<file path="config.mk">
export PLATFORM = sky130hd
export DESIGN_NAME = bpf_ctrl
export DESIGN_NICKNAME = d
export VERILOG_FILES = /design/src/sv/bpf_pkg.sv /design/src/sv/bpf_ctrl.sv
export SDC_FILE = /design/constraint.sdc
export NUM_CORES = 1
export LEC_CHECK = 0
export ABC_AREA = 1
export ABC_CLOCK_PERIOD_IN_PS = 1300
export BUFFER_PORTS_ARGS = -buffer_cell sky130_fd_sc_hd__buf_4
export CAP_MARGIN = 15
export CORE_MARGIN = 2
export CORE_UTILIZATION = 43
export CTS_CLUSTER_SIZE = 25
export DETAILED_ROUTE_END_ITERATION = 6
export GPL_ROUTABILITY_DRIVEN = 0
export PLACE_DENSITY = 0.68
export SYNTH_ARGS = -nofsm -noshare
export SYNTH_HDL_FRONTEND = slang
export SYNTH_SLANG_ARGS = --single-unit
export TNS_END_PERCENT = 50
</file>
<file path="constraint.sdc">
create_clock -name clk -period 1.3 [get_ports clk]
set_input_delay 0.065 -clock clk [delete_from_list [all_inputs] [get_ports clk]]
set_output_delay 0.065 -clock clk [all_outputs]
set_load 0.005 [all_outputs]
</file>
<file path="src/sv/bpf_pkg.sv">
// shared types, constants and helper functions for the buckingham pair force block
`timescale 1ns / 1ps
`default_nettype none
package bpf_pkg;

    localparam int FRAC = 24;
    localparam logic [63:0] CAP = 64'h3FFF_FFFF_FFFF_FFFF;
    localparam logic [63:0] L2E = 64'h0000_0001_7154_7653;
    localparam logic [63:0] LN2 = 64'h0000_0000_B172_17F8;
    localparam logic [24:0] ONE = 25'(1) << FRAC;

    typedef struct packed {
        logic [39:0]        cutoff_sq;
        logic [47:0]        rho_inverse;
        logic [47:0]        force_exp_coef;
        logic [47:0]        force_disp_coef;
        logic [47:0]        energy_exp_coef;
        logic [47:0]        energy_disp_coef;
        logic signed [47:0] energy_offset;
        logic               energy_enable;
    } cfg_t;

    typedef enum logic [3:0] {
        MOP_R2SQ,
        MOP_R6,
        MOP_T,
        MOP_U,
        MOP_X,
        MOP_B1R,
        MOP_B1E,
        MOP_B2,
        MOP_FS,
        MOP_FP,
        MOP_FX,
        MOP_FY,
        MOP_FZ,
        MOP_EA,
        MOP_EC,
        MOP_ES
    } mop_t;

    typedef struct packed {
        logic       load;
        logic       sq_step;
        logic       root_step;
        logic       mul_start;
        logic       mul_wr;
        logic       ser_step;
        logic       exp_fin;
        logic       capture;
        mop_t       mop;
        logic [5:0] cnt;
        logic [1:0] phase;
    } cmd_t;

    typedef struct packed {
        logic hit;
        logic mul_done;
    } stat_t;

    function automatic logic [55:0] sat56(input logic signed [63:0] v);
        logic [55:0] res;
        if (!v[63] && (|v[62:55]))
        begin
            res = {1'b0, {55{1'b1}}};
        end
        else if (v[63] && !(&v[62:55]))
        begin
            res = {1'b1, 55'b0};
        end
        else
        begin
            res = v[55:0];
        end
        return res;
    endfunction

    function automatic logic [55:0] add_sat56(input logic [55:0] a, input logic [55:0] b);
        logic [56:0] s;
        logic [55:0] res;
        s = {a[55], a} + {b[55], b};
        if (s[56] != s[55])
        begin
            res = s[56] ? {1'b1, 55'b0} : {1'b0, {55{1'b1}}};
        end
        else
        begin
            res = s[55:0];
        end
        return res;
    endfunction

    // ceil(2^32 / k)
    function automatic logic [32:0] recip_k(input logic [4:0] k);
        logic [32:0] res;
        case (k)
            5'd1:    res = 33'h1_0000_0000;
            5'd2:    res = 33'h0_8000_0000;
            5'd3:    res = 33'h0_5555_5556;
            5'd4:    res = 33'h0_4000_0000;
            5'd5:    res = 33'h0_3333_3334;
            5'd6:    res = 33'h0_2AAA_AAAB;
            5'd7:    res = 33'h0_2492_4925;
            5'd8:    res = 33'h0_2000_0000;
            5'd9:    res = 33'h0_1C71_C71D;
            5'd10:   res = 33'h0_1999_999A;
            5'd11:   res = 33'h0_1745_D175;
            5'd12:   res = 33'h0_1555_5556;
            5'd13:   res = 33'h0_13B1_3B14;
            5'd14:   res = 33'h0_1249_2493;
            5'd15:   res = 33'h0_1111_1112;
            5'd16:   res = 33'h0_1000_0000;
            default: res = 33'h1_0000_0000;
        endcase
        return res;
    endfunction

endpackage
`default_nettype wire

</file>
<file path="src/sv/bpf_ctrl.sv">
// controller state machine sequencing the datapath for one item at a time
`timescale 1ns / 1ps
`default_nettype none
module bpf_ctrl
(
    input  wire logic           clk,
    input  wire logic           rst_n,
    input  wire logic           pair_valid,
    output logic                pair_ready,
    output logic                result_valid,
    input  wire logic           result_ready,
    input  wire logic           energy_enable,
    input  wire bpf_pkg::stat_t stat,
    output bpf_pkg::cmd_t       cmd
);

    typedef enum logic [3:0] {
        ST_IDLE,
        ST_SQ,
        ST_CHK,
        ST_ROOT,
        ST_MUL,
        ST_MWAIT,
        ST_SER,
        ST_EXPF,
        ST_CAP
    } state_t;

    state_t         state_reg;
    logic [5:0]     cnt_reg;
    logic [1:0]     phase_reg;
    bpf_pkg::mop_t  mop_reg;
    logic           out_valid_reg;
    logic           cap_ok;

    assign cap_ok       = (state_reg == ST_CAP) && (!out_valid_reg || result_ready);
    assign pair_ready   = (state_reg == ST_IDLE);
    assign result_valid = out_valid_reg;

    always_comb
    begin
        cmd           = '0;
        cmd.mop       = mop_reg;
        cmd.cnt       = cnt_reg;
        cmd.phase     = phase_reg;
        cmd.load      = (state_reg == ST_IDLE) && pair_valid;
        cmd.sq_step   = (state_reg == ST_SQ);
        cmd.root_step = (state_reg == ST_ROOT);
        cmd.mul_start = (state_reg == ST_MUL);
        cmd.mul_wr    = (state_reg == ST_MWAIT) && stat.mul_done;
        cmd.ser_step  = (state_reg == ST_SER);
        cmd.exp_fin   = (state_reg == ST_EXPF);
        cmd.capture   = cap_ok;
    end

    always_ff @(posedge clk or negedge rst_n)
    begin
        if (!rst_n)
        begin
            state_reg     <= ST_IDLE;
            cnt_reg       <= '0;
            phase_reg     <= '0;
            mop_reg       <= bpf_pkg::MOP_R2SQ;
            out_valid_reg <= 1'b0;
        end
        else
        begin
            if (cap_ok)
            begin
                out_valid_reg <= 1'b1;
            end
            else if (result_ready)
            begin
                out_valid_reg <= 1'b0;
            end
            case (state_reg)
                ST_IDLE:
                begin
                    if (pair_valid)
                    begin
                        state_reg <= ST_SQ;
                        cnt_reg   <= '0;
                    end
                end
                ST_SQ:
                begin
                    cnt_reg <= cnt_reg + 6'd1;
                    if (cnt_reg == 6'd3)
                    begin
                        state_reg <= ST_CHK;
                    end
                end
                ST_CHK:
                begin
                    cnt_reg   <= '0;
                    state_reg <= stat.hit ? ST_ROOT : ST_CAP;
                end
                ST_ROOT:
                begin
                    cnt_reg <= cnt_reg + 6'd1;
                    if (cnt_reg == 6'd48)
                    begin
                        state_reg <= ST_MUL;
                        mop_reg   <= bpf_pkg::MOP_R2SQ;
                    end
                end
                ST_MUL:
                begin
                    state_reg <= ST_MWAIT;
                end
                ST_MWAIT:
                begin
                    if (stat.mul_done)
                    begin
                        case (mop_reg)
                            bpf_pkg::MOP_X:
                            begin
                                state_reg <= ST_SER;
                                cnt_reg   <= 6'd1;
                                phase_reg <= '0;
                            end
                            bpf_pkg::MOP_FZ:
                            begin
                                if (energy_enable)
                                begin
                                    state_reg <= ST_MUL;
                                    mop_reg   <= bpf_pkg::MOP_EA;
                                end
                                else
                                begin
                                    state_reg <= ST_CAP;
                                end
                            end
                            bpf_pkg::MOP_ES:
                            begin
                                state_reg <= ST_CAP;
                            end
                            default:
                            begin
                                state_reg <= ST_MUL;
                                mop_reg   <= bpf_pkg::mop_t'(mop_reg + 4'd1);
                            end
                        endcase
                    end
                end
                ST_SER:
                begin
                    if (phase_reg == 2'd2)
                    begin
                        phase_reg <= '0;
                        cnt_reg   <= cnt_reg + 6'd1;
                        if (cnt_reg == 6'd16)
                        begin
                            state_reg <= ST_EXPF;
                        end
                    end
                    else
                    begin
                        phase_reg <= phase_reg + 2'd1;
                    end
                end
                ST_EXPF:
                begin
                    state_reg <= ST_MUL;
                    mop_reg   <= bpf_pkg::MOP_B1R;
                end
                ST_CAP:
                begin
                    if (cap_ok)
                    begin
                        state_reg <= ST_IDLE;
                    end
                end
                default:
                begin
                    state_reg <= ST_IDLE;
                end
            endcase
        end
    end

endmodule
`default_nettype wire
</file>
Yosys cells after proc, flatten, opt, wreduce, memory -nomap -nowiden. Cells that the tools add are included.

$add $sub $neg: 3. Equal/unequal tests: 25. Multiplexer cells: 27. Reduce and logical (&&, ||, !) cells: 16.

Operators with widths (count): two-way mux 4 bit (12); case mux 4 bit (9 select lines) (1); case mux 6 bit (5 select lines) (1); two-way mux 6 bit (4); case mux 4 bit (3 select lines) (2); == test 4 x 3 -> 1 bit, second input constant (5); == test 4 bit, second input constant (3); != test 2 x 1 -> 1 bit, second input constant (5); AND reduction 5 bit (2); == test 4 x 2 -> 1 bit, second input constant (2); != test 2 bit, second input constant (4); case mux 4 bit (2 select lines) (1); AND reduction 7 bit (1); adder 6 x 1 -> 6 bit, second input constant (1); == test 6 x 2 -> 1 bit, second input constant (1); == test 6 x 5 -> 1 bit, second input constant (1); == test 6 bit, second input constant (1); two-way mux 2 bit (3); nonzero test 5 bit (1); adder 4 x 1 -> 4 bit, second input constant (1); == test 4 x 1 -> 1 bit, second input constant (1); zero test 4 bit (1); case mux 2 bit (2 select lines) (1); nonzero test 2 bit (2); 10 further kinds (14).

Register bits after elaboration: 17. Input bits: 7. Output and inout port bits: 22.

Depth between registers and ports, before layout.
Depth in word-level cells: 5. Depth in mapped cells: 11. Depth with buffers taken out: 11.

Worst setup path after synthesis. OpenSTA, ideal clock, no wires.

Kind: register to register. Start: register state_reg[1]. End: register cnt_reg[2]. Setup time: 0.118 ns. Arrival time: 1.288 ns. Slack: -0.106 ns. Cell stages (with the launch flop): 10. Path buffers: 1. Path through: dfrtp_1 > buf_6 > inv_1 > nand2_1 > nor2_8 > nand2_1 > nand3_4 > nand2_2 > nand2_1 > nand2_1.

Word-level cells in the longest chain between the ends: 4. Elaborated cells between the ends (all ways): 14. Those cells by class: eq/ne (9); mux (1); reduce/logical (4).

RTL lines: start: declaration (line bpf_ctrl.sv:29) `state_t state_reg;`; start signal: assignment (line bpf_ctrl.sv:96) `state_reg <= stat.hit ? ST_ROOT : ST_CAP;`; == test 4 x 2 -> 1 bit or == test 4 x 1 -> 1 bit (tied branches) (line bpf_ctrl.sv:76) `case (state_reg)`; OR reduction 2 bit (no line); nonzero test 5 bit (no line); AND reduction 5 bit (no line); end signal: assignment (line bpf_ctrl.sv:87) `cnt_reg <= cnt_reg + 6'd1;`; end signal: assignment (line bpf_ctrl.sv:100) `cnt_reg <= cnt_reg + 6'd1;`; end signal: assignment (line bpf_ctrl.sv:151) `cnt_reg <= cnt_reg + 6'd1;`; end: declaration (line bpf_ctrl.sv:30) `logic [5:0] cnt_reg;`.

Several ways; a longest one is shown, not always the timed one. A chain may end at the register's enable or synchronous reset.

==> flow_summary.toml <==
[cts]
numCtsBuffers = 3
clkLatencyLatePin_ns = 0.30
clk_path_buf_depth = 2
cts-root-buf = "clkbuf_4"
cts_sinks = 17
cts_tree = "done"
cts_htree_levels = 1
path_clk_slew_ns = 0.10

[drt]
drt_iter0_markers = 75
wirelength_um = 4340
wire_per_inst_um = 12.7
dr.pass1.iters = 6
vias = 1650
ant_nets = 0
avgViaCountPerCell = 4.82
drc_errors = 0

[worst_setup_path]
critical-path-max-stage-delay_ns = 0.48
r2r_slack_ns = -0.19
required_ns = 1.24
timing.rr.end = "cnt_reg[2]"
worst_setup_path_end_kind = "primary output"
cp_common_cell = "nor2_4"
reg2reg_depth = 10
arrival_ns = 1.43
slowest_stage = "dfrtp_2"
crit_path_cell_trace = "nor2_4 -> inv_2 -> nor2_4 -> buf_6 -> inv_4 -> nor2_2 -> buf_4"
path_buf_inv = 4
criticalPathCategory = "reg2out"
crit_family = "flip-flops"
crit_path_start_kind = "flop"
path_max_fanout = 4
setup.worst_path.start = "state_reg[1]"
rr_startpoint = "state_reg[1]"

[floorplanning]
dieWidth_um = 61.0
die_h_um = 61.0
top_level_ports = 29
start_util_pct = 45.4
coreArea_mm2 = 0.00308
num_rows = 20
dieArea_mm2 = 0.00372

[pwr]
powerDensity_mw_per_mm2 = 1900
vdd_drop_max_v = 0.00128
fin_total_pwr_mw = 4.52
leakage_nw = 1.29

[layout]
nNetsFinal = 310
drive_gt1_share_pct = 52.7
antenna_cells = 0
syn2layout_area_growth_pct = 70.2
fill_cells = 230
largest_reg_flops = 6

[timing]
tightest_slew_ns = 0.277
worst_clock_skew_ns = 0.00267
tns_ns = -3.47
layout_min_cycle_time_ns = 1.50
fmax_mhz = 668
setup_slack_ns = -0.196
hold_viol_final = 0
max_slew_margin_pct = 81.4
setup_viol = 25
rsz0062_at_grt = "true"
maxSlewViolCount = 0
finalCritPeriodShare_pct = 115

[grt]
grt_use_total_pct = 24.4
gr-total-overflow = 0
top_usage_layer = "met2"
grt_max_degree = 18
antenna_found_initial = 0
use_met1_pct = 29.7
grt_pass1_vias = 1594
grt_pass1_wl_um = 6860
grtUsageMet3_pct = 4.83
met2_usage_pct = 44.7

[synthesis]
synth_seq_cells = 17
synth_cell_types = 24
syn_nets = 217
ys_seq_area_share_pct = 30.4
syn_area_mm2 = 0.00140
yosysWarnings = 0
avgSynthCellArea_um2 = 6.78
syn-instance-count = 206

[job]
drv_cap = 0

[run_status]
run_status = "finished with violations"
violations = "negative setup slack"

[placed_design]
pre_cts_slack_ns = -0.237
post-dp-hpwl_um = 2940
port_buffers = 28

[worst_hold_path]
min_from = "stat[1]"
holdPathEnd = "state_reg[3]"
hold_depth = 4
hold_path.class = "in2reg"
## area by class of cell
class	count	area, um^2	area share, %
repair buffers	91	738	31.0
inverters	30	120	5.05
flip-flops and latches	17	429	18.0
multi-input cells	156	1010	42.5
well taps	44	55.1	2.31
clock buffers	4	26.3	1.10
## repair_timing
action	CTS	global route
resized for setup	28	25
setup buffers	12	4
pin swaps	14	14
hold endpoints to repair	18	0
endpoints found under the setup margin	25	25
hold buffers	2	0
## cells by family (layout without fill, tap and decap cells)
logic type      count (synthesis)  count (layout)  share of synthesized area (%)
xor+xnor                        3               3                           1.88
flops                          17              17                           30.4
fa+ha+maj                       4               4                           3.58
buf+inv                        33             125                           10.2
simple gates                  142             142                           51.0
compound gates                  7               7                           2.86
## Yosys cell counts, drive strengths merged
cell type   n  share of area (%)
nand2      78                 24
inv        30                8.1
nor2       29                 11
nand3      28                 13
dfrtp      17                 30
o21ai       5                1.8
ha          4                3.6
buf         3                2.1
nand4       3                1.3
xor2        3                1.9
nand3b      2                1.1
nor3        2               0.72
o21bai      1               0.54
o31ai       1               0.54
## worst register-to-register path: stages, from the launching register on
cell and delay [ns]:
dfrtp_2 0.48, nor2_4 0.15, inv_2 0.06, nor2_4 0.12, buf_6 0.10, nand2_2 0.05
nand2_4 0.09, nor2_4 0.06, buf_12 0.14, nand3b_1 0.09, nand2_1 0.05
## per-layer routing
layer | part of all wire, % | up-vias
met5 | 0 | -
met4 | 2.4 | 0
met3 | 3.7 | 14
met2 | 53 | 45
met1 | 41 | 766
li1 | - | 825
## worst max-delay path by stage
stage                   endpoint  slack, ns  cells after the start
global placement      mop_reg[2]      -0.22                      9
CTS                      cmd[19]      -0.19                      7
floorplan           state_reg[0]      -0.05                     11
detailed placement    mop_reg[2]      -0.24                      9
global route             cmd[19]      -0.28                      7
finish                   cmd[19]      -0.20                      7
## cells in the final DEF, fill, tap and decap left out, drive strengths merged
cell type / n
ha: 4
nand4: 3
dfrtp: 17
o31ai: 1
nand3b: 2
nor3: 2
dlygate4sd3: 2
buf: 89
o21bai: 1
o21ai: 5
nand2: 78
nor2: 29
nand3: 28
xor2: 3
clkbuf: 4
inv: 30
## power breakdown
group	switching, mW	internal (mW)	leakage (nW)
clock	0.171	0.120	0.0150
combinational	1.69	1.68	1.05
sequential	0.182	0.671	0.224
total	2.04	2.47	1.29
## stage by stage
step | instance area (um^2) | std cells | hold slack, ns | util [%]
6_report | 2380 | 342 | 0.0955 | 77.3
5_1_grt | 2380 | 342 | 0.101 | 77.3
4_1_cts | 2260 | 338 | 0.126 | 73.4
3_5_place_dp | 2050 | 320 | -0.0530 | 66.5
3_3_place_gp | 2050 | 320 | -0.0522 | 66.5
2_1_floorplan | 1460 | 206 | -0.231 | -
No activity file was read; power rests on OpenSTA's default activity.
