==> src/sv/bpf_pkg.sv <==
// shared types, constants and helper functions for the buckingham pair force block
`timescale 1ns / 1ps
`default_nettype none
package bpf_pkg;

    localparam int FRAC = 24;
    localparam logic [63:0] CAP = 64'h3FFF_FFFF_FFFF_FFFF;
    localparam logic [63:0] L2E = 64'h0000_0001_7154_7653;
    localparam logic [63:0] LN2 = 64'h0000_0000_B172_17F8;
    localparam logic [24:0] ONE = 25'(1) << FRAC;

    typedef struct packed {
        logic [39:0]        cutoff_sq;
        logic [47:0]        rho_inverse;
        logic [47:0]        force_exp_coef;
        logic [47:0]        force_disp_coef;
        logic [47:0]        energy_exp_coef;
        logic [47:0]        energy_disp_coef;
        logic signed [47:0] energy_offset;
        logic               energy_enable;
    } cfg_t;

    typedef enum logic [3:0] {
        MOP_R2SQ,
        MOP_R6,
        MOP_T,
        MOP_U,
        MOP_X,
        MOP_B1R,
        MOP_B1E,
        MOP_B2,
        MOP_FS,
        MOP_FP,
        MOP_FX,
        MOP_FY,
        MOP_FZ,
        MOP_EA,
        MOP_EC,
        MOP_ES
    } mop_t;

    typedef struct packed {
        logic       load;
        logic       sq_step;
        logic       root_step;
        logic       mul_start;
        logic       mul_wr;
        logic       ser_step;
        logic       exp_fin;
        logic       capture;
        mop_t       mop;
        logic [5:0] cnt;
        logic [1:0] phase;
    } cmd_t;

    typedef struct packed {
        logic hit;
        logic mul_done;
    } stat_t;

    function automatic logic [55:0] sat56(input logic signed [63:0] v);
        logic [55:0] res;
        if (!v[63] && (|v[62:55]))
        begin
            res = {1'b0, {55{1'b1}}};
        end
        else if (v[63] && !(&v[62:55]))
        begin
            res = {1'b1, 55'b0};
        end
        else
        begin
            res = v[55:0];
        end
        return res;
    endfunction

    function automatic logic [55:0] add_sat56(input logic [55:0] a, input logic [55:0] b);
        logic [56:0] s;
        logic [55:0] res;
        s = {a[55], a} + {b[55], b};
        if (s[56] != s[55])
        begin
            res = s[56] ? {1'b1, 55'b0} : {1'b0, {55{1'b1}}};
        end
        else
        begin
            res = s[55:0];
        end
        return res;
    endfunction

    // ceil(2^32 / k)
    function automatic logic [32:0] recip_k(input logic [4:0] k);
        logic [32:0] res;
        case (k)
            5'd1:    res = 33'h1_0000_0000;
            5'd2:    res = 33'h0_8000_0000;
            5'd3:    res = 33'h0_5555_5556;
            5'd4:    res = 33'h0_4000_0000;
            5'd5:    res = 33'h0_3333_3334;
            5'd6:    res = 33'h0_2AAA_AAAB;
            5'd7:    res = 33'h0_2492_4925;
            5'd8:    res = 33'h0_2000_0000;
            5'd9:    res = 33'h0_1C71_C71D;
            5'd10:   res = 33'h0_1999_999A;
            5'd11:   res = 33'h0_1745_D175;
            5'd12:   res = 33'h0_1555_5556;
            5'd13:   res = 33'h0_13B1_3B14;
            5'd14:   res = 33'h0_1249_2493;
            5'd15:   res = 33'h0_1111_1112;
            5'd16:   res = 33'h0_1000_0000;
            default: res = 33'h1_0000_0000;
        endcase
        return res;
    endfunction

endpackage
`default_nettype wire

==> src/sv/bpf_regs.sv <==
// configuration register file behind the apb-style port
`timescale 1ns / 1ps
`default_nettype none
module bpf_regs
(
    input  wire logic         clk,
    input  wire logic         rst_n,
    input  wire logic         psel,
    input  wire logic         penable,
    input  wire logic         pwrite,
    input  wire logic [5:0]   paddr,
    input  wire logic [63:0]  pwdata,
    output logic [63:0]       prdata,
    output logic              pready,
    output bpf_pkg::cfg_t     cfg
);

    localparam logic [2:0] REG_CUTOFF   = 3'd0;
    localparam logic [2:0] REG_RHO_INV  = 3'd1;
    localparam logic [2:0] REG_F_EXP    = 3'd2;
    localparam logic [2:0] REG_F_DISP   = 3'd3;
    localparam logic [2:0] REG_E_EXP    = 3'd4;
    localparam logic [2:0] REG_E_DISP   = 3'd5;
    localparam logic [2:0] REG_E_OFFSET = 3'd6;
    localparam logic [2:0] REG_E_ENABLE = 3'd7;

    bpf_pkg::cfg_t cfg_reg;
    logic          wr_en;

    assign pready = 1'b1;
    assign wr_en  = psel && penable && pwrite;
    assign cfg    = cfg_reg;

    always_ff @(posedge clk or negedge rst_n)
    begin
        if (!rst_n)
        begin
            cfg_reg <= '0;
        end
        else if (wr_en)
        begin
            case (paddr[5:3])
                REG_CUTOFF:   cfg_reg.cutoff_sq        <= pwdata[39:0];
                REG_RHO_INV:  cfg_reg.rho_inverse      <= pwdata[47:0];
                REG_F_EXP:    cfg_reg.force_exp_coef   <= pwdata[47:0];
                REG_F_DISP:   cfg_reg.force_disp_coef  <= pwdata[47:0];
                REG_E_EXP:    cfg_reg.energy_exp_coef  <= pwdata[47:0];
                REG_E_DISP:   cfg_reg.energy_disp_coef <= pwdata[47:0];
                REG_E_OFFSET: cfg_reg.energy_offset    <= pwdata[47:0];
                REG_E_ENABLE: cfg_reg.energy_enable    <= pwdata[0];
                default:      cfg_reg <= cfg_reg;
            endcase
        end
    end

    always_comb
    begin
        case (paddr[5:3])
            REG_CUTOFF:   prdata = {24'b0, cfg_reg.cutoff_sq};
            REG_RHO_INV:  prdata = {16'b0, cfg_reg.rho_inverse};
            REG_F_EXP:    prdata = {16'b0, cfg_reg.force_exp_coef};
            REG_F_DISP:   prdata = {16'b0, cfg_reg.force_disp_coef};
            REG_E_EXP:    prdata = {16'b0, cfg_reg.energy_exp_coef};
            REG_E_DISP:   prdata = {16'b0, cfg_reg.energy_disp_coef};
            REG_E_OFFSET: prdata = {{16{cfg_reg.energy_offset[47]}}, cfg_reg.energy_offset};
            REG_E_ENABLE: prdata = {63'b0, cfg_reg.energy_enable};
            default:      prdata = '0;
        endcase
    end

endmodule
`default_nettype wire

==> config.mk <==
export PLATFORM = sky130hd
export DESIGN_NAME = bpf_regs
export DESIGN_NICKNAME = d
export VERILOG_FILES = /design/src/sv/bpf_pkg.sv /design/src/sv/bpf_regs.sv
export SDC_FILE = /design/constraint.sdc
export NUM_CORES = 1
export LEC_CHECK = 0
export BUFFER_PORTS_ARGS = -buffer_cell sky130_fd_sc_hd__buf_2
export CAP_MARGIN = 20
export CORE_MARGIN = 2
export CORE_UTILIZATION = 47
export CTS_CLUSTER_SIZE = 8
export DETAILED_ROUTE_END_ITERATION = 6
export GPL_TIMING_DRIVEN = 0
export PLACE_DENSITY = 0.85
export REMOVE_ABC_BUFFERS = 1
export SLEW_MARGIN = 10
export SYNTH_ARGS = -nofsm -noshare
export SYNTH_HDL_FRONTEND = slang
export SYNTH_SLANG_ARGS = --single-unit
==> constraint.sdc <==
create_clock -name clk -period 2.35 [get_ports clk]
set_input_delay 0.235 -clock clk [delete_from_list [all_inputs] [get_ports clk]]
set_output_delay 0.235 -clock clk [all_outputs]
set_load 0.005 [all_outputs]
## Word-level counts from Yosys, hierarchy flattened

Cells that the tools add are included.

| cells by class | value |
|---|---|
| eq/ne operators | 7 |
| mux-type cells | 1 |
| reduce and logical (&&, ||, !) cells | 11 |

Operators with widths:

| cell | number |
|---|---|
| 64-bit one-hot mux with 8 select lines | 1 |
| 2-bit AND reduction | 8 |
| 3-bit equality test (second input constant) | 4 |
| 3-bit by 2-bit equality test with 1-bit output (second input constant) | 2 |
| 3-bit by 1-bit equality test with 1-bit output (second input constant) | 1 |
| 3-bit zero test | 1 |
| 1-bit logical AND | 2 |

| word-level totals | value |
|---|---|
| flip-flop bits (word level) | 329 |
| bits of input ports | 75 |
| output and inout port bits | 394 |

## Depth between registers and ports, before layout

Gate-level depths: netlist of the first run.

| depth | value |
|---|---|
| depth after elaboration | 3 |
| mapped depth | 7 |
| gate-level depth less buffers | 3 |

## Least setup slack after synthesis of the first run

No wires, ideal clock.

| timing path | value |
|---|---|
| path type | input port to output port |
| start | input port paddr[3] |
| end | output port prdata[49] |
| data arrival time | 2.217 ns |
| required time | 2.115 ns |
| slack | -0.102 ns |
| stages on the path | 6 |
| path buffers | 5 |
| cell sequence | buf_4 -> buf_2 -> clkbuf_1 -> buf_1 -> nor3b_1 -> buf_4 |

| between the ends | value |
|---|---|
| longest elaborated chain between the ends | 2 |
| elaborated cells between the ends (all ways) | 9 |

Ends and longest elaborated chain:

| element | line | source |
|---|---|---|
| from (decl) | bpf_regs.sv:11 | `input wire logic [5:0] paddr,` |
| 3-bit equality test (tied with other cells) | bpf_regs.sv:58 | `case (paddr[5:3])` |
| 64-bit one-hot mux with 8 select lines (*) | bpf_regs.sv:58 |  |
| to (decl) | bpf_regs.sv:13 | `output logic [63:0] prdata,` |

Mark *: on every way between the ends. The rest lies on a longest branch, timed or not.

## Final worst setup path of the first run

| timing path | value |
|---|---|
| start | input port paddr[5] |
| end | register cfg_reg, in the netlist cfg[30] |

| between the ends | value |
|---|---|
| longest elaborated chain between the ends | 2 |

Ends and longest elaborated chain:

| element | line | source |
|---|---|---|
| 3-bit equality test | bpf_regs.sv:42 | `case (paddr[5:3])` |
| 2-bit AND reduction (no source line) | - |  |
| to (signal assigned) | bpf_regs.sv:51 | `default: cfg_reg <= cfg_reg;` |
| to (decl) | bpf_regs.sv:27 | `bpf_pkg::cfg_t cfg_reg;` |

Every way passes these cells.
A chain may end at the register's enable or synchronous reset.

==> results by group, run 1 <==
Run status
  – Outcome: completed

CTS
  – Clk sink count: 329
  – CTS Buf Count: 47
  – Clock Tree Buf Depth: 3
  – Reg clk slew, reported paths: 0.05 ns
  – Clk Tree Root Cell: clkbuf_16
  – Worst-skew pair later-pin latency: 0.52 ns
  – CTS tree: yes
  – CTS H-tree depth: 2

Die
  – Area of the die: 33900 um2
  – Ports: 469
  – Initial Util: 0.481
  – Die width: 184 um
  – Core area: 31700 um2
  – Rows: 65
  – Die Y: 184 um

Yosys
  – Post-Synth Simple-Gate Area: 0.0368
  – Largest family of logic cells by synthesized area: multiplexers
  – Mux share of post-synthesis cell area: 0.323
  – Synth warnings: 0
  – #FFs+latches synth: 329
  – Cell variety after synth: 39
  – Cell count after synthesis: 1064
  – Sequential-to-total area share from yosys stat: 0.540
  – Avg Inst Size Synth: 14.3 um2
  – Complex-gate fraction of the synthesized area: 0.0598
  – Xor-xnor portion of the synthesized cell area: 0
  – Synthesized cell area: 15200 um2
  – Post-Synth Adder-Cell Area: 0

Job
  – Max-Cap Viols: 0

Setup path
  – CP delay by family, top: buffers and inverters
  – Slowest cell on crit path: nor2_4
  – FF-to-FF Start: cfg[82]$_DFFE_PN0P_
  – Crit path capture type: flop
  – Worst Path Required: 2.74 ns
  – R2r endpoint: cfg[82]$_DFFE_PN0P_
  – CP Max Fanout: 56
  – R2R Setup Slk: 1.54 ns
  – Kind of critical path: in -> reg
  – Slowest Stage Delay on Critical Path: 0.65 ns
  – CP arrival: 2.70 ns
  – Worst path most repeated cell: buf_16
  – Buffer and inverter count on the worst path: 4
  – R2R depth: 1
  – CP Launch Type: primary input
  – Worst-path cell chain: clkbuf_8, buf_16, nand2_1, nor2_4, buf_12, buf_16, mux2_2

Power
  – Psw: 4.89 mW
  – Int Power: 12.7 mW
  – Pleak: 9.85 nW
  – Tot Pwr: 17.5 mW
  – Maximum vdd drop: 0.000621 V
  – Sw Ratio: 0.279
  – Clock power share: 0.338
  – Gate power share: 0.224
  – Pwr Density: 899 nW/um2
  – Flop pwr share: 0.438

Drt
  – First-pass detailed-route iteration total: 5
  – Routed Antenna Nets: 0
  – Initial DRC Count: 616
  – Post-DR wirelength/cell: 23.9 um
  – WL final: 45.7 mm
  – DRC errors left: 0
  – Vias: 11300
  – Vias/cell: 5.90

Min path
  – Hold Crit Class: in -> reg
  – Hold Crit Start: pwdata[24]
  – Hold Path Depth: 2
  – Hold endpoint: cfg[313]$_DFFE_PN0P_

Timing
  – Final Skew: 0 ns
  – Hold WS: 0.0302 ns
  – Slew headroom: 0.515
  – Final hold viol count: 0
  – Tcrit/Tclk final: 0.983
  – Setup TNS: 0 ns
  – Maximum clock rate: 433 MHz
  – Setup violators final: 0
  – Minimum clock period: 2.31 ns
  – RSZ-0062 raised after global routing: no
  – Slew Viols, Final: 0
  – Slew @ Worst Pin: 0.725 ns

Cells and area
  – Number of flip-flops in the largest register: 329
  – Commonest cells after routing, fill and taps aside: buf_2, dfrtp_1, mux2_2
  – Leading cell type in the layout, fill and taps excluded: buf_2
  – Share of layout cells above drive strength 1: 0.607
  – Area grow syn2layout: 28.1%
  – NumNets Final: 1578
  – Final design utilization: 0.615

Placed design
  – Input/output buffers: 448
  – HPWL Detailed: 30.6 mm
  – Placer congestion estimate: 0.804

Global route
  – First-pass GRT wire length: 68.7 mm
  – Global route overflow: 0
  – GRT Total Usage: 0.263
  – Vias in the first global route: 11800
  – Initial antenna violation count: 3
  – Largest net degree at the start of global routing: 113
timing repair:
action	CTS	global route
buffers inserted	5	2
cloned	0	1
resized for setup	6	3
hold buffers	7	0
pin swaps	3	1
setup endpoints to repair	138	34
hold endpoints to repair	74	0
layer usage:
metal  track usage  wire [um]
met3        0.0624       3450
met5             0          0
met4         0.127       2090
met2         0.446      22800
met1         0.315      17300
cells in the mapped netlist (all sizes together):
cell	count	area share
or3	2	0.00082
mux2	342	0.26
clkbuf	20	0.0049
a41oi	1	0.00057
dfrtp	329	0.54
nand3	1	0.00033
nand4	1	0.00041
nand3b	1	0.00049
nand4b	2	0.0021
and3b	1	0.00057
mux4	26	0.038
a221o	13	0.0085
a21bo	1	0.00066
and4b	13	0.0085
o2bb2ai	4	0.0023
a22oi	14	0.0069
nor2	44	0.011
nand2	5	0.0012
nand2b	16	0.0066
nor3	1	0.00066
o21a	1	0.00049
nor2b	5	0.0021
conb	1	0.00025
a31oi	30	0.012
mux2i	34	0.022
a2bb2oi	25	0.014
nor3b	1	0.00049
a21oi	26	0.0085
or2	4	0.0016
buf	78	0.032
a221oi	8	0.0046
inv	13	0.0032
o211ai	1	0.00049
cell type report:
type,count,area (um2)
fillers,2374,12200
flip-flops and latches,329,8230
multi-input cells,624,6480
repair buffers,488,3010
clock buffers,50,1230
well taps,402,503
inverters,13,48.8
clock inverters,2,10.0
diodes,3,7.51
logic make-up (layout without fill, tap and decap cells):
kind of cell / after synthesis / in the layout
AO/OA/AOI/OAI: 124 / 124
other: 1 / 4
AND/OR/NAND/NOR: 97 / 97
flip-flops: 329 / 329
multiplexers: 402 / 402
buffers and inverters: 111 / 553
per-stage QoR:
stage	instances	worst slack, ns	cell area, um2
6_report	1911	0.0389	19500
5_1_grt	1911	0.0131	19500
4_1_cts	1905	0.00340	19500
3_5_place_dp	1841	-0.939	18100
3_3_place_gp	1816	-5.69	17400
2_1_floorplan	966	-0.660	14700
how the worst max path moves through the flow:
stage	endpoint	start	cells past startpoint	slack, ns
6_report	cfg[30]$_DFFE_PN0P_	paddr[5]	7	0.04
5_1_grt	prdata[56]	paddr[5]	6	0.01
4_1_cts	cfg[254]$_DFFE_PN0P_	paddr[3]	8	0.003
3_5_place_dp	cfg[254]$_DFFE_PN0P_	paddr[3]	8	-0.94
3_3_place_gp	cfg[174]$_DFFE_PN0P_	paddr[3]	4	-5.69
2_1_floorplan	cfg[145]$_DFFE_PN0P_	pwrite	3	-0.66
power groups by stage:
| stage | clock (mW) | combinational (mW) | sequential, mW |
|---|---|---|---|
| after floorplan | 0 | 1.71 | 7.69 |
| after global placement | 0 | 3.76 | 7.65 |
| after detailed placement | 0 | 3.91 | 7.74 |
| after CTS | 6.04 | 3.96 | 7.66 |
| after global routing | 6.26 | 4.24 | 7.82 |
| final | 5.92 | 3.94 | 7.68 |
No activity file was read; power rests on OpenSTA's default activity.
==> run 2, diff against run 1 <==
--- a/config.mk
+++ b/config.mk
@@ -13,6 +13,7 @@
 export DETAILED_ROUTE_END_ITERATION = 6
 export GPL_TIMING_DRIVEN = 0
 export PLACE_DENSITY = 0.85
+export RECOVER_POWER = 100
 export REMOVE_ABC_BUFFERS = 1
 export SLEW_MARGIN = 10
 export SYNTH_ARGS = -nofsm -noshare
==> run 2 against run 1 <==
Register-to-register slack worse by 0.04 ns. Routed wire length increased by 0.16%. Clock-buffer cell count is the same. Worst setup slack gained 0.0034 ns. Global-route usage is the same. Design area down 3.6%. Critical path depth stayed put. Combinational power is 8.9% lower. Sequential share of layout area is 1.6 points higher. Sequential power is essentially flat. Critical path type unchanged. Largest power group unchanged.
==> results by group, run 2 (synthesis gave the netlist of run 1 again) <==
Run status
  – Outcome: completed

Die
  – Ports: 469 (unchanged)
  – Die width: 184 um (unchanged)
  – Die Y: 184 um (unchanged)
  – Area of the die: 33900 um2 (unchanged)
  – Initial Util: 0.481 (unchanged)
  – Rows: 65 (unchanged)
  – Core area: 31700 um2 (unchanged)

Timing
  – Slew headroom: 0.279 (-0.237)
  – Tcrit/Tclk final: 0.982 (-0.00146)
  – Setup violators final: 0 (unchanged)
  – Slew Viols, Final: 0 (unchanged)
  – Final hold viol count: 0 (unchanged)
  – RSZ-0062 raised after global routing: no
  – Slew @ Worst Pin: 1.08 ns (+0.357 ns)
  – Setup WS post-layout: 0.0423 ns (+0.00344 ns)
  – Minimum clock period: 2.31 ns (-0.00344 ns)
  – Final Skew: 0 ns (unchanged)
  – Setup TNS: 0 ns (unchanged)
  – Maximum clock rate: 433 MHz (+0.15%)

Job
  – Max-Cap Viols: 0 (unchanged)

Cells and area
  – Fillers: 2585 (+8.9%)
  – Leading cell type in the layout, fill and taps excluded: dfrtp_1
  – Number of flip-flops in the largest register: 329 (unchanged)
  – Area of the multi-input gates: 6300 um2 (-2.7%)
  – Final design utilization: 0.593 (-0.0224)
  – Share of layout cells above drive strength 1: 0.399 (-0.208)
  – Storage element area: 8230 um2 (unchanged)
  – Commonest cells after routing, fill and taps aside: dfrtp_1, mux2_2, clkbuf_1
  – NumNets Final: 1578 (unchanged)
  – Non-Filler Cell Area, Final: 18800 um2 (-3.6%)
  – Area grow syn2layout: 23.4%

CTS
  – Reg clk slew, reported paths: 0.05 ns (about the same)
  – CTS H-tree depth: 2 (unchanged)
  – Clk Tree Root Cell: clkbuf_16
  – Clk sink count: 329 (unchanged)
  – CTS tree: yes
  – Worst-skew pair later-pin latency: 0.52 ns (about the same)
  – Clock Tree Buf Depth: 3 (unchanged)
  – CTS Buf Count: 47 (unchanged)

Global route
  – GRT Total Usage: 0.263 (unchanged)
  – Initial antenna violation count: 3 (unchanged)
  – Global Route met2 Usage: 0.446 (unchanged)
  – Most crowded layer after global routing: met2
  – M3 GR Usage: 0.0624 (unchanged)
  – M1 GR Usage: 0.315 (unchanged)
  – Vias in the first global route: 11800 (unchanged)
  – Largest net degree at the start of global routing: 113 (unchanged)
  – Global route overflow: 0 (unchanged)
  – First-pass GRT wire length: 68.7 mm (unchanged)

Power
  – Pwr Density: 915 nW/um2 (+1.8%)
  – Maximum vdd drop: 0.000602 V (-3.1%)
  – Pleak: 8.66 nW (-12%)
  – Tot Pwr: 17.2 mW (-1.9%)

Min path
  – Hold Crit Class: in -> reg

Drt
  – Routed Antenna Nets: 0 (unchanged)
  – Post-DR wirelength/cell: 23.9 um (+0.11%)
  – First-pass detailed-route iteration total: 5 (unchanged)
  – WL final: 45.8 mm (+0.16%)
  – Initial DRC Count: 647 (+5.0%)
  – Vias: 11200 (-0.29%)
  – Vias/cell: 5.88 (-0.34%)
  – DRC errors left: 0 (unchanged)

Placed design
  – Input/output buffers: 448 (unchanged)
  – DP Worst Slack: -0.939 ns (unchanged)
  – Placer congestion estimate: 0.804 (unchanged)
  – HPWL Detailed: 30.6 mm (unchanged)
  – Placed Area: 18100 um2 (unchanged)

Setup path
  – Crit path capture type: flop
  – CP Max Fanout: 56 (unchanged)
  – CP arrival: 2.70 ns (about the same)
  – CP Launch Type: primary input
  – Worst Path Required: 2.74 ns (about the same)
  – Kind of critical path: in -> reg
[run 2: area by class of cell]
type,count,area share
clock inverters,2,0.000532
inverters,13,0.00259
flip-flops and latches,329,0.438
multi-input cells,624,0.335
well taps,402,0.0267
clock buffers,50,0.0654
diodes,4,0.000532
repair buffers,488,0.132
[run 2: metal layers]
metal / vias to the layer above / part of all wire
met5: - / 0
met4: 0 / 0.042
met3: 125 / 0.078
met2: 538 / 0.50
met1: 5785 / 0.38
li1: 4788 / -
[run 2: metrics by stage]
stage               std cells  hold slack, ns
floorplan                 966         -0.0606
global placement         1816           0.484
detailed placement       1841           0.134
CTS                      1905         0.00284
global route             1911         0.00814
finish                   1912          0.0139
[run 2: worst paths after layout]
kind | startpoint | end | slack, ns | cells past startpoint
setup reg to reg | cfg[322]$_DFFE_PN0P_ | cfg[322]$_DFFE_PN0P_ | 1.50 | 1
min in group asynchronous | rst_n | cfg[122]$_DFFE_PN0P_ | 0.44 | 2
hold / removal | pwdata[24] | cfg[313]$_DFFE_PN0P_ | 0.01 | 2
hold reg to reg | cfg[139]$_DFFE_PN0P_ | cfg[139]$_DFFE_PN0P_ | 0.52 | 1
max in group asynchronous | rst_n | cfg[100]$_DFFE_PN0P_ | 0.31 | 4
setup / recovery | paddr[5] | cfg[30]$_DFFE_PN0P_ | 0.04 | 7
[run 2: repair_timing]
action | CTS | global route
hold buffers | 7 | 0
cloned | 0 | 1
resized for setup | 6 | 3
pin swaps | 3 | 1
setup endpoints to repair | 138 | 34
setup buffers | 5 | 2
hold endpoints to repair | 74 | 0
[run 2: power by group]
| group | switching [mW] | internal (mW) | total, mW | leakage (nW) |
|---|---|---|---|---|
| Combinational | 1.70 | 1.89 | 3.59 | 3.84 |
| Clock | 2.30 | 3.62 | 5.92 | 0.613 |
| Sequential | 0.905 | 6.79 | 7.70 | 4.21 |
[run 2: critical path: stages]
cell	delay, ns
clkbuf_8	0.36
buf_16	0.31
nand2_1	0.26
nor2_4	0.65
buf_12	0.27
buf_16	0.19
mux2_2	0.35
==> run 3, diff against run 2 <==
--- a/config.mk
+++ b/config.mk
@@ -8,12 +8,11 @@
 export BUFFER_PORTS_ARGS = -buffer_cell sky130_fd_sc_hd__buf_2
 export CAP_MARGIN = 20
 export CORE_MARGIN = 2
-export CORE_UTILIZATION = 47
+export CORE_UTILIZATION = 25
 export CTS_CLUSTER_SIZE = 8
 export DETAILED_ROUTE_END_ITERATION = 6
 export GPL_TIMING_DRIVEN = 0
-export PLACE_DENSITY = 0.85
-export RECOVER_POWER = 100
+export PLACE_DENSITY = 0.54
 export REMOVE_ABC_BUFFERS = 1
 export SLEW_MARGIN = 10
 export SYNTH_ARGS = -nofsm -noshare
==> run 3 against run 2 <==
Register-to-register slack better by 0.03 ns. Combinational power up 12%. Worst setup slack improved by 0.095 ns. Routed wire length increased by 14%. Final cell count is 22% higher. Largest cell class unchanged.
==> results by group, run 3 (synthesis gave the netlist of run 1 again) <==
Run status
  – Outcome: completed

Global route
  – GRT Total Usage: 0.159 (-0.103)
  – First-pass GRT wire length: 76.5 mm (+11%)
  – Largest net degree at the start of global routing: 107 (-5.3%)
  – Vias in the first global route: 11600 (-0.97%)
  – Global route overflow: 0 (unchanged)
  – Initial antenna violation count: 0 (-3)

Die
  – Initial Util: 0.253 (-0.228)
  – Core area: 60400 um2 (+90%)
  – Die Y: 251 um (+36%)
  – Die width: 251 um (+36%)
  – Rows: 90 (+38%)
  – Area of the die: 63000 um2 (+86%)
  – Ports: 469 (unchanged)

Timing
  – Maximum clock rate: 452 MHz (+4.3%)
  – RSZ-0062 raised after global routing: no
  – Hold WS: 0.191 ns (+0.177 ns)
  – Slew Viols, Final: 0 (unchanged)
  – Setup violators final: 0 (unchanged)
  – Slew @ Worst Pin: 0.774 ns (-0.308 ns)
  – Tcrit/Tclk final: 0.941 (-0.0405)
  – Slew headroom: 0.483 (+0.204)
  – Minimum clock period: 2.21 ns (-0.0952 ns)
  – Final Skew: 0 ns (unchanged)
  – Final hold viol count: 0 (unchanged)

Drt
  – Uppermost layer routed: met4
  – Vias/cell: 4.73 (-19%)
  – Initial DRC Count: 590 (-8.8%)
  – First-pass detailed-route iteration total: 4 (-1)
  – Routed Antenna Nets: 0 (unchanged)
  – DRC errors left: 0 (unchanged)
  – Metal-1 WL: 21.8 mm (+26%)
  – Post-DR wirelength/cell: 22.4 um (-6.4%)
  – WL final: 52.3 mm (+14%)
  – WL met2: 26.2 mm (+14%)
  – Met3 routed WL: 3.01 mm (-15%)
  – Vias: 11000 (-1.7%)

CTS
  – Clk Tree Root Cell: clkbuf_16
  – Clk sink count: 329 (unchanged)
  – CTS tree: yes
  – Reg clk slew, reported paths: 0.05 ns (about the same)
  – Worst-skew pair later-pin latency: 0.55 ns (+0.03 ns)
  – CTS Buf Count: 47 (unchanged)
  – CTS H-tree depth: 2 (unchanged)
  – Clock Tree Buf Depth: 3 (unchanged)

Power
  – Gate power share: 0.226 (+0.017)
  – Pwr Density: 871 nW/um2 (-4.8%)
  – Psw: 5.04 mW (+2.8%)
  – Sw Ratio: 0.284 (-0.00137)
  – Int Power: 12.7 mW (+3.5%)
  – Clock power share: 0.343 (about the same)
  – Pleak: 10.0 nW (+16%)
  – Flop pwr share: 0.431 (-0.016)
  – Maximum vdd drop: 0.000508 V (-16%)

Placed design
  – Placer congestion estimate: 0.763 (-5.1%)
  – Input/output buffers: 448 (unchanged)
  – HPWL Detailed: 35.0 mm (+14%)
  – Placed Cells: 2222 (+21%)

Setup path
  – CP Max Fanout: 60 (+7.1%)
  – Worst Path Required: 2.12 ns (-0.62 ns)
  – Kind of critical path: in -> out
  – CP arrival: 1.98 ns (-0.72 ns)
  – CP Launch Type: primary input
  – Crit path capture type: primary output

Cells and area
  – Area grow syn2layout: 33.9%
  – Number of flip-flops in the largest register: 329 (unchanged)
  – Commonest cells after routing, fill and taps aside: buf_2, dfrtp_1, mux2_2
  – Final design utilization: 0.338 (-0.255)
  – Share of layout cells above drive strength 1: 0.591 (+0.192)
  – Leading cell type in the layout, fill and taps excluded: buf_2
  – Antenna Cells: 0 (-4)
  – NumNets Final: 1622 (+2.8%)
  – Layout Cells excl Fill: 2333 (+22%)

Job
  – Max-Cap Viols: 0 (unchanged)

Min path
  – Hold Crit Class: in -> async
[run 3: final timing paths]
path	start	end	slack, ns	cells past startpoint
worst max-delay path	paddr[5]	prdata[52]	0.14	6
worst min-delay path	rst_n	cfg[150]$_DFFE_PN0P_	0.19	2
worst max register to register	cfg[100]$_DFFE_PN0P_	cfg[100]$_DFFE_PN0P_	1.53	1
worst min register to register	cfg[138]$_DFFE_PN0P_	cfg[138]$_DFFE_PN0P_	0.52	1
max in group asynchronous	rst_n	cfg[58]$_DFFE_PN0P_	0.84	4
min in group clk	penable	cfg[218]$_DFFE_PN0P_	0.27	4
[run 3: stage by stage]
stage          area, um2  setup slack [ns]  total power [mW]  TNS (ns)
2_1_floorplan      14700            -0.660              9.39   -180.19
3_3_place_gp       17900             -6.64              11.6  -3963.23
3_5_place_dp       18500            -0.939              11.7   -151.08
4_1_cts            20400           0.00758              18.1         0
5_1_grt            20400            0.0196              18.7         0
6_report           20400             0.138              17.8         0
[run 3: layer usage]
metal  vias up  track usage
met4         0       0.0473
met5         -            0
met2       341        0.275
met3        89       0.0376
li1       4862            -
met1      5754        0.198
[run 3: critical path, cell delays in order]
cell,delay (ns)
buf_8,0.31
buf_16,0.29
nand2_1,0.24
nor3b_2,0.37
buf_2,0.26
buf_2,0.14
[run 3: power groups by stage]
| stage | logic, mW | registers (mW) | clock network (mW) |
|---|---|---|---|
| finish | 4.02 | 7.67 | 6.09 |
| global route | 4.34 | 7.84 | 6.53 |
| CTS | 4.08 | 7.67 | 6.31 |
| detailed placement | 3.99 | 7.75 | 0 |
| global placement | 3.92 | 7.67 | 0 |
| floorplan | 1.71 | 7.69 | 0 |
[run 3: layout make-up]
| cell class | count | area (um2) |
|---|---|---|
| clock buffer | 52 | 1250 |
| timing repair buffer | 532 | 3420 |
| tap | 782 | 978 |
| clock inverter | 1 | 5.00 |
| inverter | 13 | 48.8 |
| sequential | 329 | 8230 |
| multi-input combinational | 624 | 6480 |
| fill | 5954 | 39900 |
[run 3: timing repair]
item                       4_1_cts  5_1_grt
pin swaps                        2        0
gates cloned                     0        1
hold endpoints to repair       374        0
setup endpoints to repair      153       82
gates resized for setup          6        4
hold buffers                    49        0
setup buffers                    8        0
